### config.mk
export PLATFORM = sky130hd
export DESIGN_NAME = knock_onset_detector
export DESIGN_NICKNAME = d
export VERILOG_FILES = /design/src/kod_pkg.sv /design/src/kod_core.sv /design/src/kod_out_queue.sv /design/src/knock_onset_detector.sv
export SDC_FILE = /design/constraint.sdc
export NUM_CORES = 1
export LEC_CHECK = 0
export ABC_AREA = 0
export BUFFER_PORTS_ARGS = -buffer_cell sky130_fd_sc_hd__buf_4
export CORE_MARGIN = 2
export CORE_UTILIZATION = 43
export CTS_BUF_LIST = sky130_fd_sc_hd__clkbuf_4 sky130_fd_sc_hd__clkbuf_8 sky130_fd_sc_hd__clkbuf_16
export CTS_CLUSTER_SIZE = 16
export DETAILED_ROUTE_END_ITERATION = 8
export PLACE_DENSITY = 0.61
export SLEW_MARGIN = 20
export SYNTH_ARGS = -nofsm -noshare
export SYNTH_HDL_FRONTEND = slang
export SYNTH_SLANG_ARGS = --single-unit
export TNS_END_PERCENT = 100
### constraint.sdc
create_clock -name clk -period 43.1 [get_ports clk]
set_input_delay 8.62 -clock clk [delete_from_list [all_inputs] [get_ports clk]]
set_output_delay 8.62 -clock clk [all_outputs]
set_load 0.1 [all_outputs]
### src/kod_pkg.sv
package kod_pkg;

  // Widths fixed by the register map and the result fields.
  localparam int unsigned INDEX_W      = 16;
  localparam int unsigned SPREAD_CFG_W = 16;
  localparam int unsigned MERGE_W      = 8;
  localparam int unsigned CFG_IDX_W    = 2;
  localparam int unsigned CFG_DATA_W   = 16;

  // Register indexes on the configuration port.
  localparam logic [CFG_IDX_W-1:0] REG_MIN_SPREAD     = 2'd0;
  localparam logic [CFG_IDX_W-1:0] REG_MIN_INCREASE   = 2'd1;
  localparam logic [CFG_IDX_W-1:0] REG_MERGE_INTERVAL = 2'd2;

  // Register values after reset.
  localparam logic [SPREAD_CFG_W-1:0] MIN_SPREAD_RST     = 16'd20;
  localparam logic [SPREAD_CFG_W-1:0] MIN_INCREASE_RST   = 16'd10;
  localparam logic [MERGE_W-1:0]      MERGE_INTERVAL_RST = 8'd8;

  // Default sizes handed down from the top level.
  localparam int unsigned WINDOW_LENGTH_DEF = 4;
  localparam int unsigned SAMPLE_BITS_DEF   = 16;
  localparam int unsigned QUEUE_DEPTH       = 4;

  typedef struct packed {
    logic [SPREAD_CFG_W-1:0] min_spread;
    logic [SPREAD_CFG_W-1:0] min_increase;
    logic [MERGE_W-1:0]      merge_interval;
  } kod_cfg_t;

  // Which of the two result slots carry a word this cycle.
  typedef struct packed {
    logic first;
    logic second;
  } kod_push_t;

endpackage

### src/kod_core.sv
module kod_core import kod_pkg::*; #(
  parameter int unsigned WINDOW_LENGTH = WINDOW_LENGTH_DEF,
  parameter int unsigned SAMPLE_BITS   = SAMPLE_BITS_DEF,
  localparam int unsigned RES_W        = INDEX_W + SAMPLE_BITS + 2
) (
  input  logic                          clk,
  input  logic                          rst,
  input  kod_cfg_t                      cfg,
  input  logic                          go,
  input  logic signed [SAMPLE_BITS-1:0] cur,
  input  logic                          last,
  output kod_push_t                     push,
  output logic [RES_W-1:0]              res_a,
  output logic [RES_W-1:0]              res_b
);

  localparam int unsigned HIST   = WINDOW_LENGTH - 1;
  localparam int unsigned FILL_W = $clog2(WINDOW_LENGTH);
  localparam int unsigned SPR_W  = SAMPLE_BITS + 1;
  localparam int unsigned DIFF_W = (SAMPLE_BITS + 2 > SPREAD_CFG_W + 1) ?
                                   SAMPLE_BITS + 2 : SPREAD_CFG_W + 1;

  logic signed [SAMPLE_BITS-1:0] hist [HIST];
  logic [FILL_W-1:0]             fill;
  logic [SPR_W-1:0]              prev_spread;
  logic [INDEX_W-1:0]            counter;
  logic                          pend_valid;
  logic [INDEX_W-1:0]            pend_index;
  logic signed [SAMPLE_BITS-1:0] pend_sample;

  logic signed [SAMPLE_BITS-1:0] lo, hi;
  logic signed [SPR_W-1:0]       spread_s;
  logic [SPR_W-1:0]              spread;
  logic signed [DIFF_W-1:0]      rise;
  logic                          full, hit, flush_old;
  logic [INDEX_W-1:0]            start, gap;
  logic                          pv_next;
  logic [INDEX_W-1:0]            pi_next;
  logic signed [SAMPLE_BITS-1:0] ps_next;
  logic [RES_W-1:0]              old_res, fin_res;

  always_comb begin
    lo = cur;
    hi = cur;
    for (int i = 0; i < HIST; i++) begin
      if (hist[i] < lo) lo = hist[i];
      if (hist[i] > hi) hi = hist[i];
    end
  end

  assign spread_s = SPR_W'(hi) - SPR_W'(lo);
  assign spread   = spread_s;
  assign rise     = $signed(DIFF_W'(spread)) - $signed(DIFF_W'(prev_spread));
  assign full     = (fill == FILL_W'(HIST));
  assign hit      = full && (DIFF_W'(spread) >= DIFF_W'(cfg.min_spread)) &&
                    (rise >= $signed(DIFF_W'(cfg.min_increase)));

  assign start     = counter - INDEX_W'(HIST);
  assign gap       = start - pend_index;
  // A new onset too far from the pending one pushes the pending one out.
  assign flush_old = hit && pend_valid && (gap > INDEX_W'(cfg.merge_interval));

  assign pv_next = hit || pend_valid;
  assign pi_next = hit ? start   : pend_index;
  assign ps_next = hit ? hist[0] : pend_sample;

  assign old_res = {1'b0, 1'b1, pend_sample, pend_index};
  assign fin_res = pv_next ? {1'b1, 1'b1, ps_next, pi_next} : {1'b1, (RES_W-1)'(0)};

  assign push.first  = go && (flush_old || last);
  assign push.second = go && flush_old && last;
  assign res_a       = flush_old ? old_res : fin_res;
  assign res_b       = fin_res;

  always_ff @(posedge clk) begin
    if (rst) begin
      for (int i = 0; i < HIST; i++) hist[i] <= '0;
      fill        <= '0;
      prev_spread <= '0;
      counter     <= '0;
      pend_valid  <= 1'b0;
      pend_index  <= '0;
      pend_sample <= '0;
    end else if (go) begin
      if (last) begin
        for (int i = 0; i < HIST; i++) hist[i] <= '0;
        fill        <= '0;
        prev_spread <= '0;
        counter     <= '0;
        pend_valid  <= 1'b0;
        pend_index  <= '0;
        pend_sample <= '0;
      end else begin
        for (int i = 0; i < HIST - 1; i++) hist[i] <= hist[i+1];
        hist[HIST-1] <= cur;
        if (full) prev_spread <= spread;
        else      fill        <= fill + 1'b1;
        if (counter != '1) counter <= counter + 1'b1;
        pend_valid  <= pv_next;
        pend_index  <= pi_next;
        pend_sample <= ps_next;
      end
    end
  end

endmodule

### src/kod_out_queue.sv
module kod_out_queue import kod_pkg::*; #(
  parameter int unsigned WIDTH = 34,
  parameter int unsigned DEPTH = QUEUE_DEPTH,
  localparam int unsigned PTR_W = $clog2(DEPTH),
  localparam int unsigned CNT_W = $clog2(DEPTH + 1)
) (
  input  logic             clk,
  input  logic             rst,
  input  kod_push_t        push,
  input  logic [WIDTH-1:0] din_a,
  input  logic [WIDTH-1:0] din_b,
  output logic             room,
  output logic             out_valid,
  input  logic             out_ready,
  output logic [WIDTH-1:0] dout,
  output logic [CNT_W-1:0] level
);

  logic [WIDTH-1:0] mem [DEPTH];
  logic [PTR_W-1:0] wr_ptr, rd_ptr, wr_ptr_b;
  logic             pop;
  logic [CNT_W-1:0] n_push;

  assign wr_ptr_b  = wr_ptr + 1'b1;
  assign out_valid = (level != '0);
  assign pop       = out_valid && out_ready;
  assign dout      = mem[rd_ptr];
  // Room for the worst case of two words from one sample.
  assign room      = (level <= CNT_W'(DEPTH - 2));
  assign n_push    = CNT_W'(push.first) + CNT_W'(push.second);

  always_ff @(posedge clk) begin
    if (push.first)  mem[wr_ptr]   <= din_a;
    if (push.second) mem[wr_ptr_b] <= din_b;
  end

  always_ff @(posedge clk) begin
    if (rst) begin
      wr_ptr <= '0;
      rd_ptr <= '0;
      level  <= '0;
    end else begin
      wr_ptr <= wr_ptr + PTR_W'(n_push);
      if (pop) rd_ptr <= rd_ptr + 1'b1;
      level <= level + n_push - CNT_W'(pop);
    end
  end

endmodule

### src/knock_onset_detector.sv
// Knock onset detector.
// Samples arrive on the s_ stream, one word per sample, with s_tlast on the
// last sample of a record. Each full window of WINDOW_LENGTH samples is
// scored by its peak-to-peak spread; onsets close together merge into the
// later one. Results leave on the m_ stream: the onset's window start index
// and first sample in m_tdata, m_tuser set when an onset is carried, and
// m_tlast on the closing word of each record (an empty word if no onset).
// Throughput is one sample per cycle while at least two queue places are
// free: the spread, compares and state update fit in the single stage after
// the input register. A sample that yields two words writes both into the
// queue together. A result passes through the input register and the
// result queue before it is offered on m_tvalid.
// Results wait in a four-word queue; while fewer than two places are free
// the input register holds its sample and s_tready drops, so a stalled
// receiver never loses a word.
// Reset (rst, synchronous) empties the queue, clears the record state and
// returns the three registers to their defaults; cfg_wr_en writes a
// register at the clock edge, index 0 min_spread, 1 min_increase,
// 2 merge_interval, other indexes ignored.
module knock_onset_detector import kod_pkg::*; #(
  parameter int unsigned WINDOW_LENGTH = WINDOW_LENGTH_DEF,
  parameter int unsigned SAMPLE_BITS   = SAMPLE_BITS_DEF,
  localparam int unsigned S_TDATA_W    = ((SAMPLE_BITS + 7) / 8) * 8,
  localparam int unsigned M_TDATA_W    = ((INDEX_W + SAMPLE_BITS + 7) / 8) * 8
) (
  input  logic                  clk,
  input  logic                  rst,
  input  logic                  s_tvalid,
  output logic                  s_tready,
  input  logic [S_TDATA_W-1:0]  s_tdata,   // sample
  input  logic                  s_tlast,
  output logic                  m_tvalid,
  input  logic                  m_tready,
  output logic [M_TDATA_W-1:0]  m_tdata,   // onset_index, onset_sample
  output logic                  m_tuser,   // onset_present
  output logic                  m_tlast,
  input  logic                  cfg_wr_en,
  input  logic [CFG_IDX_W-1:0]  cfg_index,
  input  logic [CFG_DATA_W-1:0] cfg_data
);

  localparam int unsigned RES_W = INDEX_W + SAMPLE_BITS + 2;
  localparam int unsigned CNT_W = $clog2(QUEUE_DEPTH + 1);

  kod_cfg_t                      cfg;
  logic                          in_valid;
  logic signed [SAMPLE_BITS-1:0] in_sample;
  logic                          in_last;
  logic                          go, room;
  kod_push_t                     push;
  logic [RES_W-1:0]              res_a, res_b, head;
  logic [CNT_W-1:0]              level;

  always_ff @(posedge clk) begin
    if (rst) begin
      cfg.min_spread     <= MIN_SPREAD_RST;
      cfg.min_increase   <= MIN_INCREASE_RST;
      cfg.merge_interval <= MERGE_INTERVAL_RST;
    end else if (cfg_wr_en) begin
      case (cfg_index)
        REG_MIN_SPREAD:     cfg.min_spread     <= cfg_data;
        REG_MIN_INCREASE:   cfg.min_increase   <= cfg_data;
        REG_MERGE_INTERVAL: cfg.merge_interval <= cfg_data[MERGE_W-1:0];
        default: ;
      endcase
    end
  end

  assign go       = in_valid && room;
  assign s_tready = !in_valid || go;

  always_ff @(posedge clk) begin
    if (rst) begin
      in_valid <= 1'b0;
    end else if (s_tvalid && s_tready) begin
      in_valid <= 1'b1;
    end else if (go) begin
      in_valid <= 1'b0;
    end
  end

  always_ff @(posedge clk) begin
    if (s_tvalid && s_tready) begin
      in_sample <= s_tdata[SAMPLE_BITS-1:0];
      in_last   <= s_tlast;
    end
  end

  kod_core #(
    .WINDOW_LENGTH(WINDOW_LENGTH),
    .SAMPLE_BITS  (SAMPLE_BITS)
  ) u_core (
    .clk  (clk),
    .rst  (rst),
    .cfg  (cfg),
    .go   (go),
    .cur  (in_sample),
    .last (in_last),
    .push (push),
    .res_a(res_a),
    .res_b(res_b)
  );

  kod_out_queue #(
    .WIDTH(RES_W),
    .DEPTH(QUEUE_DEPTH)
  ) u_queue (
    .clk      (clk),
    .rst      (rst),
    .push     (push),
    .din_a    (res_a),
    .din_b    (res_b),
    .room     (room),
    .out_valid(m_tvalid),
    .out_ready(m_tready),
    .dout     (head),
    .level    (level)
  );

  assign m_tdata = M_TDATA_W'(head[INDEX_W+SAMPLE_BITS-1:0]);
  assign m_tuser = head[RES_W-2];
  assign m_tlast = head[RES_W-1];

`ifndef ASSERT_OFF
  a_level_bound: assert property (@(posedge clk) disable iff (rst)
    level <= CNT_W'(QUEUE_DEPTH))
    else $error("result queue overfilled");

  a_two_need_one: assert property (@(posedge clk) disable iff (rst)
    push.second |-> push.first)
    else $error("second result slot used without the first");

  a_held_sample: assert property (@(posedge clk) disable iff (rst)
    (in_valid && !go) |=> (in_valid && $stable(in_sample) && $stable(in_last)))
    else $error("stalled sample lost from input register");

  a_reset_empty: assert property (@(posedge clk)
    rst |=> !m_tvalid)
    else $error("result offered straight after reset");
`endif

endmodule

==> out/metrics.cfg, run 1 <==
[status]
status = finished, final reports clean

[clocking]
clock-root-buffer = clkbuf_16
cts_made_buffers = 38
cts_max_level = 2
clk_pin_slew_ns = 0.06
hold_buffers = 0
cts_tree = done
cts.sinks = 319
cts_resized = 0
post_cts_buffers = 0
clock_latency_ns = 0.58
clk_path_buf_depth = 3

[drt]
firstDrtPassIters = 5
drcViolationCount = 0
wl_per_cell_um = 20.3
antenna_left = 0
dr_total_vias = 15900
drt-total-wl_um = 54400
vias_per_cell = 5.92
dr.first_iter.drc_count = 1313

[worst_setup_path]
endpoint = u_queue.mem[2][23]
cp_slowest_stage_delay_ns = 0.73
critPathCaptureType = register
crit_path_frequent_cell = o21ai_0
crit_required_ns = 43.37
critPathArrivalTime_ns = 15.57
crit_path_start = u_core.hist[0][14]
cp_slowest_cell = nand2b_1
r2r_start = u_core.hist[0][14]
reg2reg_to = u_queue.mem[2][23]
critPathBufInv = 4
reg2reg_depth = 59
r2r_slack_ns = 27.80
cp-start-kind = register
cp_top_family = compound AO/OA/AOI/OAI gates
critPathKind = register to register
crit_cells = 59
worstPathMaxFanout = 33

[synth]
syn_nets = 2226
ys_seq_area_frac = 0.417
synth_edf_count = 197
synth_flop_cell = edfxtp_1
syn_area_um2 = 20000
synth-async-reset-ratio = 0
yosysUniqueCellTypes = 83
synth_top_area_frac = 0.295
yosysTopAreaCell = edfxtp_1
ys_ff_latch = 319
avgSynthCellArea_um2 = 9.96
synth_area_leaders = edfxtp_1 30%, dfxtp_1 12%, ha_1 11%
syn_inst = 2011
synth_warnings = 0

[finish]
final_core_util = 0.485
post_route_cells_drive_above_1_share = 0.128
insertedDiodeCount = 0
area_growth_pct = 12.1
regArea_um2 = 8360
multiInputGateArea_um2 = 10600
stdcell_area_um2 = 22500
layout.nets = 2258
num-fill-cells = 4296

[die]
start_util = 0.433
die_x_um = 220
die_h_um = 220
ios = 76
row_count = 79
core_um2 = 46300
die_area_um2 = 48300

[sta]
fin_crit_sh = 0.355
layout_min_cycle_time_ns = 15.30
max_slew_margin = 0.312
rsz0062_at_grt = no
hold_slack_ns = 0.454
fmax_ghz = 0.0654
setup_viol = 0
final.setup.tns_ns = 0
fin_worst_skew_ns = 0.0307
worst_pin_slew_ns = 1.03
hold_viol_final = 0
drv_slew = 0

[power_and_ir_drop]
p_leak_nw = 8.33
powerDensity_nw_per_um2 = 88.2
vdd_drop_max_mv = 0.0764

[global_routing]
grt_pass1_vias = 15300
grt_pass1_wl_um = 86100
grt-ovfl-total = 0
track_usage = 0.227
antenna_found_initial = 1
grt_start_max_net_pins = 76

[worst_hold_path]
hold_class = register to register

[placed_design]
placed_area_um2 = 21200
routabilityCongestion = 0.887
io_buffers = 75
hpwl_um = 38400

[flow_run]
cap_violations = 0

[area by class of cell]
cell class,instances,share of cell area
Timing Repair Buffer,99,0.0340
Multi-Input combinational cell,1402,0.472
Sequential cell,319,0.372
Inverter,183,0.0306
Clock inverter,18,0.00780
Tap cell,607,0.0338
Clock buffer,51,0.0491
[worst min-delay path: stages, from the launching register on]
cell and delay (ns):
dfxtp_1 0.31, inv_1 0.05, a21oi_1 0.05
[power breakdown]
part / switching [mW] / leakage, nW / internal (mW) / total (mW)
clock network: 0.135 / 0.634 / 0.194 / 0.329
logic: 0.775 / 4.84 / 0.524 / 1.30
registers: 0.0146 / 2.85 / 0.338 / 0.352
total: 0.925 / 8.33 / 1.06 / 1.98
[cells by family (layout without fill, tap and decap cells)]
kind of cell | Yosys count | count (layout) | synth area share
AOI/OAI and AO/OA | 585 | 585 | 0.207
xor gates and xnor gates | 56 | 56 | 0.0249
adders and majority gates | 176 | 176 | 0.111
buffers and inverters | 290 | 351 | 0.0573
DFF | 319 | 319 | 0.417
muxes | 81 | 81 | 0.0637
and+or+nand+nor | 504 | 504 | 0.118
[worst min-delay path by stage]
stage                       start                  to  cells after the start
2_1_floorplan  u_queue.mem[3][33]  u_queue.mem[3][33]                      2
3_3_place_gp   u_queue.mem[3][33]  u_queue.mem[3][33]                      2
3_5_place_dp   u_queue.mem[1][33]  u_queue.mem[1][33]                      2
4_1_cts        u_queue.mem[1][33]  u_queue.mem[1][33]                      2
5_1_grt                   cfg[15]             cfg[15]                      2
6_report       u_queue.mem[1][33]  u_queue.mem[1][33]                      2
[sequential cells by signal (all words and copies together), names as in the netlist, 3 cells and up, named ones only]
name,count
u_queue.mem,136
u_core.hist,48
cfg,40
u_core.prev_spread,17
in_sample,16
u_core.counter,16
u_core.pend_index,16
u_core.pend_sample,16
u_queue.level,3
[cells in the final DEF, fill, tap and decap left out, types with 10 or more instances in the layout]
cell type	n
a31oi_1	18
buf_4	98
dfxtp_1	121
mux2_2	31
a21o_1	28
nand3_1	35
o21a_1	19
edfxtp_1	197
nand2_1	136
xor2_1	14
mux2i_1	13
inv_1	183
nand4_1	28
nand2b_1	18
o21ai_0	118
nor3_1	23
xnor2_1	41
a32o_1	53
ha_1	171
nor2_1	169
a22o_1	104
or3_1	10
a21oi_1	127
o31ai_1	20
mux4_2	34
nor2b_1	26
clkbuf_16	39
a22oi_1	16
[cells in the mapped netlist, drive strengths merged (19+ instances only)]
cell type	count
a21o	28
a21oi	129
a22o	104
a31oi	19
a32o	53
buf	32
clkbuf	75
dfxtp	122
edfxtp	197
ha	171
inv	183
mux2	31
mux4	34
nand2	137
nand2b	19
nand3	35
nand4	28
nor2	171
nor2b	26
nor3	25
o21a	19
o21ai	125
o31ai	21
xnor2	42
[through the flow]
| stage | worst slack, ns | power (mW) | instances |
|---|---|---|---|
| 6_report | 27.80 | 1.98 | 2679 |
| 5_1_grt | 26.17 | 2.16 | 2679 |
| 4_1_cts | 28.00 | 1.98 | 2679 |
| 3_5_place_dp | 28.07 | 1.64 | 2610 |
| 3_3_place_gp | 28.20 | 1.62 | 2609 |
| 2_1_floorplan | 28.90 | 1.34 | 2011 |
[per-layer routing]
metal  vias up  wire (um)  GRT usage
met3        91       3870     0.0351
li1       7563          -          -
met1      7648      24400      0.314
met4         0       1390     0.0720
met2       565      24700      0.366
met5         -          0          0
(Power assumes the default switching activity.)
==> run 2: changes to the inputs <==
- PLACE_DENSITY: 0.61 -> 0.63
- clock period: 43.1 -> 14.05 ns (I/O delays scaled with it)
==> run 2 against run 1 <==
Utilization rose by 0.52 points; worst setup slack worse by 27 ns; non-clock buffer count up 21; critical endpoint is now u_queue.level[2]; first-iteration DRC count rose by 13%; hold slack about the same; global-route usage is 0.090 points higher; cell area rose by 1.1%; largest power group unchanged.
==> out/metrics.cfg, run 2 (synthesized netlist as in run 1, its figures left out) <==
[status]
status = finished, final reports clean

[sta]
drv_slew = 0
fmax_ghz = 0.0760
final.setup.tns_ns = 0
fin_crit_sh = 0.937
hold_viol_final = 0
layout_min_cycle_time_ns = 13.16
worst_pin_slew_ns = 1.03
fin_worst_skew_ns = 0.0152
max_slew_margin = 0.313
setup_viol = 0

[global_routing]
antenna_found_initial = 1
grt-ovfl-total = 0
grt_pass1_wl_um = 86500
grt_start_max_net_pins = 62
track_usage = 0.228
grt_pass1_vias = 15500

[clocking]
cts_made_buffers = 39
cts.sinks = 319
hold_buffers = 0
clk_path_buf_depth = 3
clock_latency_ns = 0.56
clock-root-buffer = clkbuf_16
cts_tree = done
clk_pin_slew_ns = 0.06
cts_max_level = 2

[finish]
layout.nets = 2281
post_route_cells_drive_above_1_share = 0.143
multiInputGateArea_um2 = 10700
insertedDiodeCount = 0
area_growth_pct = 13.4
layout_common_cells = 197 x edfxtp_1, 183 x inv_1, 170 x ha_1, 169 x nor2_1, 136 x nand2_1
top_register = u_queue.mem
largest_reg_flops = 136
stdcell_area_um2 = 22700
num-fill-cells = 4288
reg_top3 = u_queue.mem x136, u_core.hist x48, cfg x40
regArea_um2 = 8360
final_common_cell = edfxtp_1
final_core_util = 0.491

[worst_hold_path]
hold_class = register to register

[worst_setup_path]
critPathCaptureType = register
crit_required_ns = 14.48
critPathKind = register to register
crit_path_frequent_cell = ha_1
cp_slowest_stage_delay_ns = 0.58
critPathArrivalTime_ns = 13.60
cp_slowest_cell = or4_4
worstPathMaxFanout = 11
r2r_slack_ns = 0.89
cp-start-kind = register

[drt]
drcViolationCount = 0
antenna_left = 0
dr_total_vias = 16000
dr.first_iter.drc_count = 1483
drt-total-wl_um = 55200
wl_per_cell_um = 20.4
vias_per_cell = 5.94
firstDrtPassIters = 8

[die]
die_x_um = 220
die_area_um2 = 48300
die_h_um = 220
start_util = 0.433
core_um2 = 46300
row_count = 79
ios = 76

[placed_design]
io_buffers = 75
placed_area_um2 = 21300
routabilityCongestion = 0.953
hpwl_um = 39600

[flow_run]
cap_violations = 0

[power_and_ir_drop]
powerDensity_nw_per_um2 = 275
vdd_drop_max_mv = 0.309
p_leak_nw = 8.45

[run 2: cell count changes in the layout (fill, tap and decap cells not counted), moves of 2 or more]
cell | previous run | this run
xnor2_1 | 41 | 39
xnor2_2 | 1 | 3
clkbuf_8 | 6 | 2
clkbuf_4 | 6 | 10
clkinv_4 | 2 | 0
clkinv_1 | 2 | 4
buf_4 | 98 | 119
[run 2: layout make-up]
type                            count  share of cell area
Sequential cell                   319               0.368
Timing Repair Buffer              120              0.0402
Tap cell                          607              0.0335
Clock inverter                     17             0.00739
Multi-Input combinational cell   1403               0.473
Inverter                          183              0.0303
Clock buffer                       51              0.0475
[run 2: what timing repair did]
action,in CTS,in global routing
setup buffers,0,8
gates resized for setup,0,23
endpoints found under the hold margin,0,0
endpoints found under the setup margin,0,306
[run 2: worst max-delay path: cells and delay by family (launching register included)]
kind | cells | cell delay, ns
flops | 1 | 0.51
mux | 2 | 0.74
fa+ha+maj | 9 | 2.77
buf+inv | 3 | 0.38
compound gates | 28 | 5.65
xor+xnor | 3 | 0.56
simple gates | 13 | 2.40
[run 2: per-stage QoR]
step / hold slack (ns) / cells / worst slack, ns / power [mW]
floorplan: 0.422 / 2011 / 0.506 / 4.11
global placement: 0.432 / 2623 / 0.446 / 5.04
detailed placement: 0.441 / 2623 / 0.287 / 5.11
CTS: 0.451 / 2691 / 0.213 / 6.12
global route: 0.475 / 2700 / -0.00328 / 6.75
finish: 0.453 / 2700 / 0.886 / 6.23
[run 2: power by group]
part / switching (mW) / internal (mW)
registers: 0.0455 / 1.04
clock network: 0.397 / 0.595
logic: 2.48 / 1.68
[run 2: worst paths after layout]
path              cells past startpoint                from          endpoint
hold reg to reg                       2             cfg[16]           cfg[16]
setup / recovery                     58  u_core.hist[0][14]  u_queue.level[2]
setup reg to reg                     58  u_core.hist[0][14]  u_queue.level[2]
hold / removal                        2             cfg[16]           cfg[16]
[run 2: per-layer routing]
layer,wire length (um),vias up,GRT usage
met5,0,-,0
met4,1100,0,0.0631
met3,3620,80,0.0291
met2,25300,555,0.368
met1,25100,7793,0.322
li1,-,7612,-
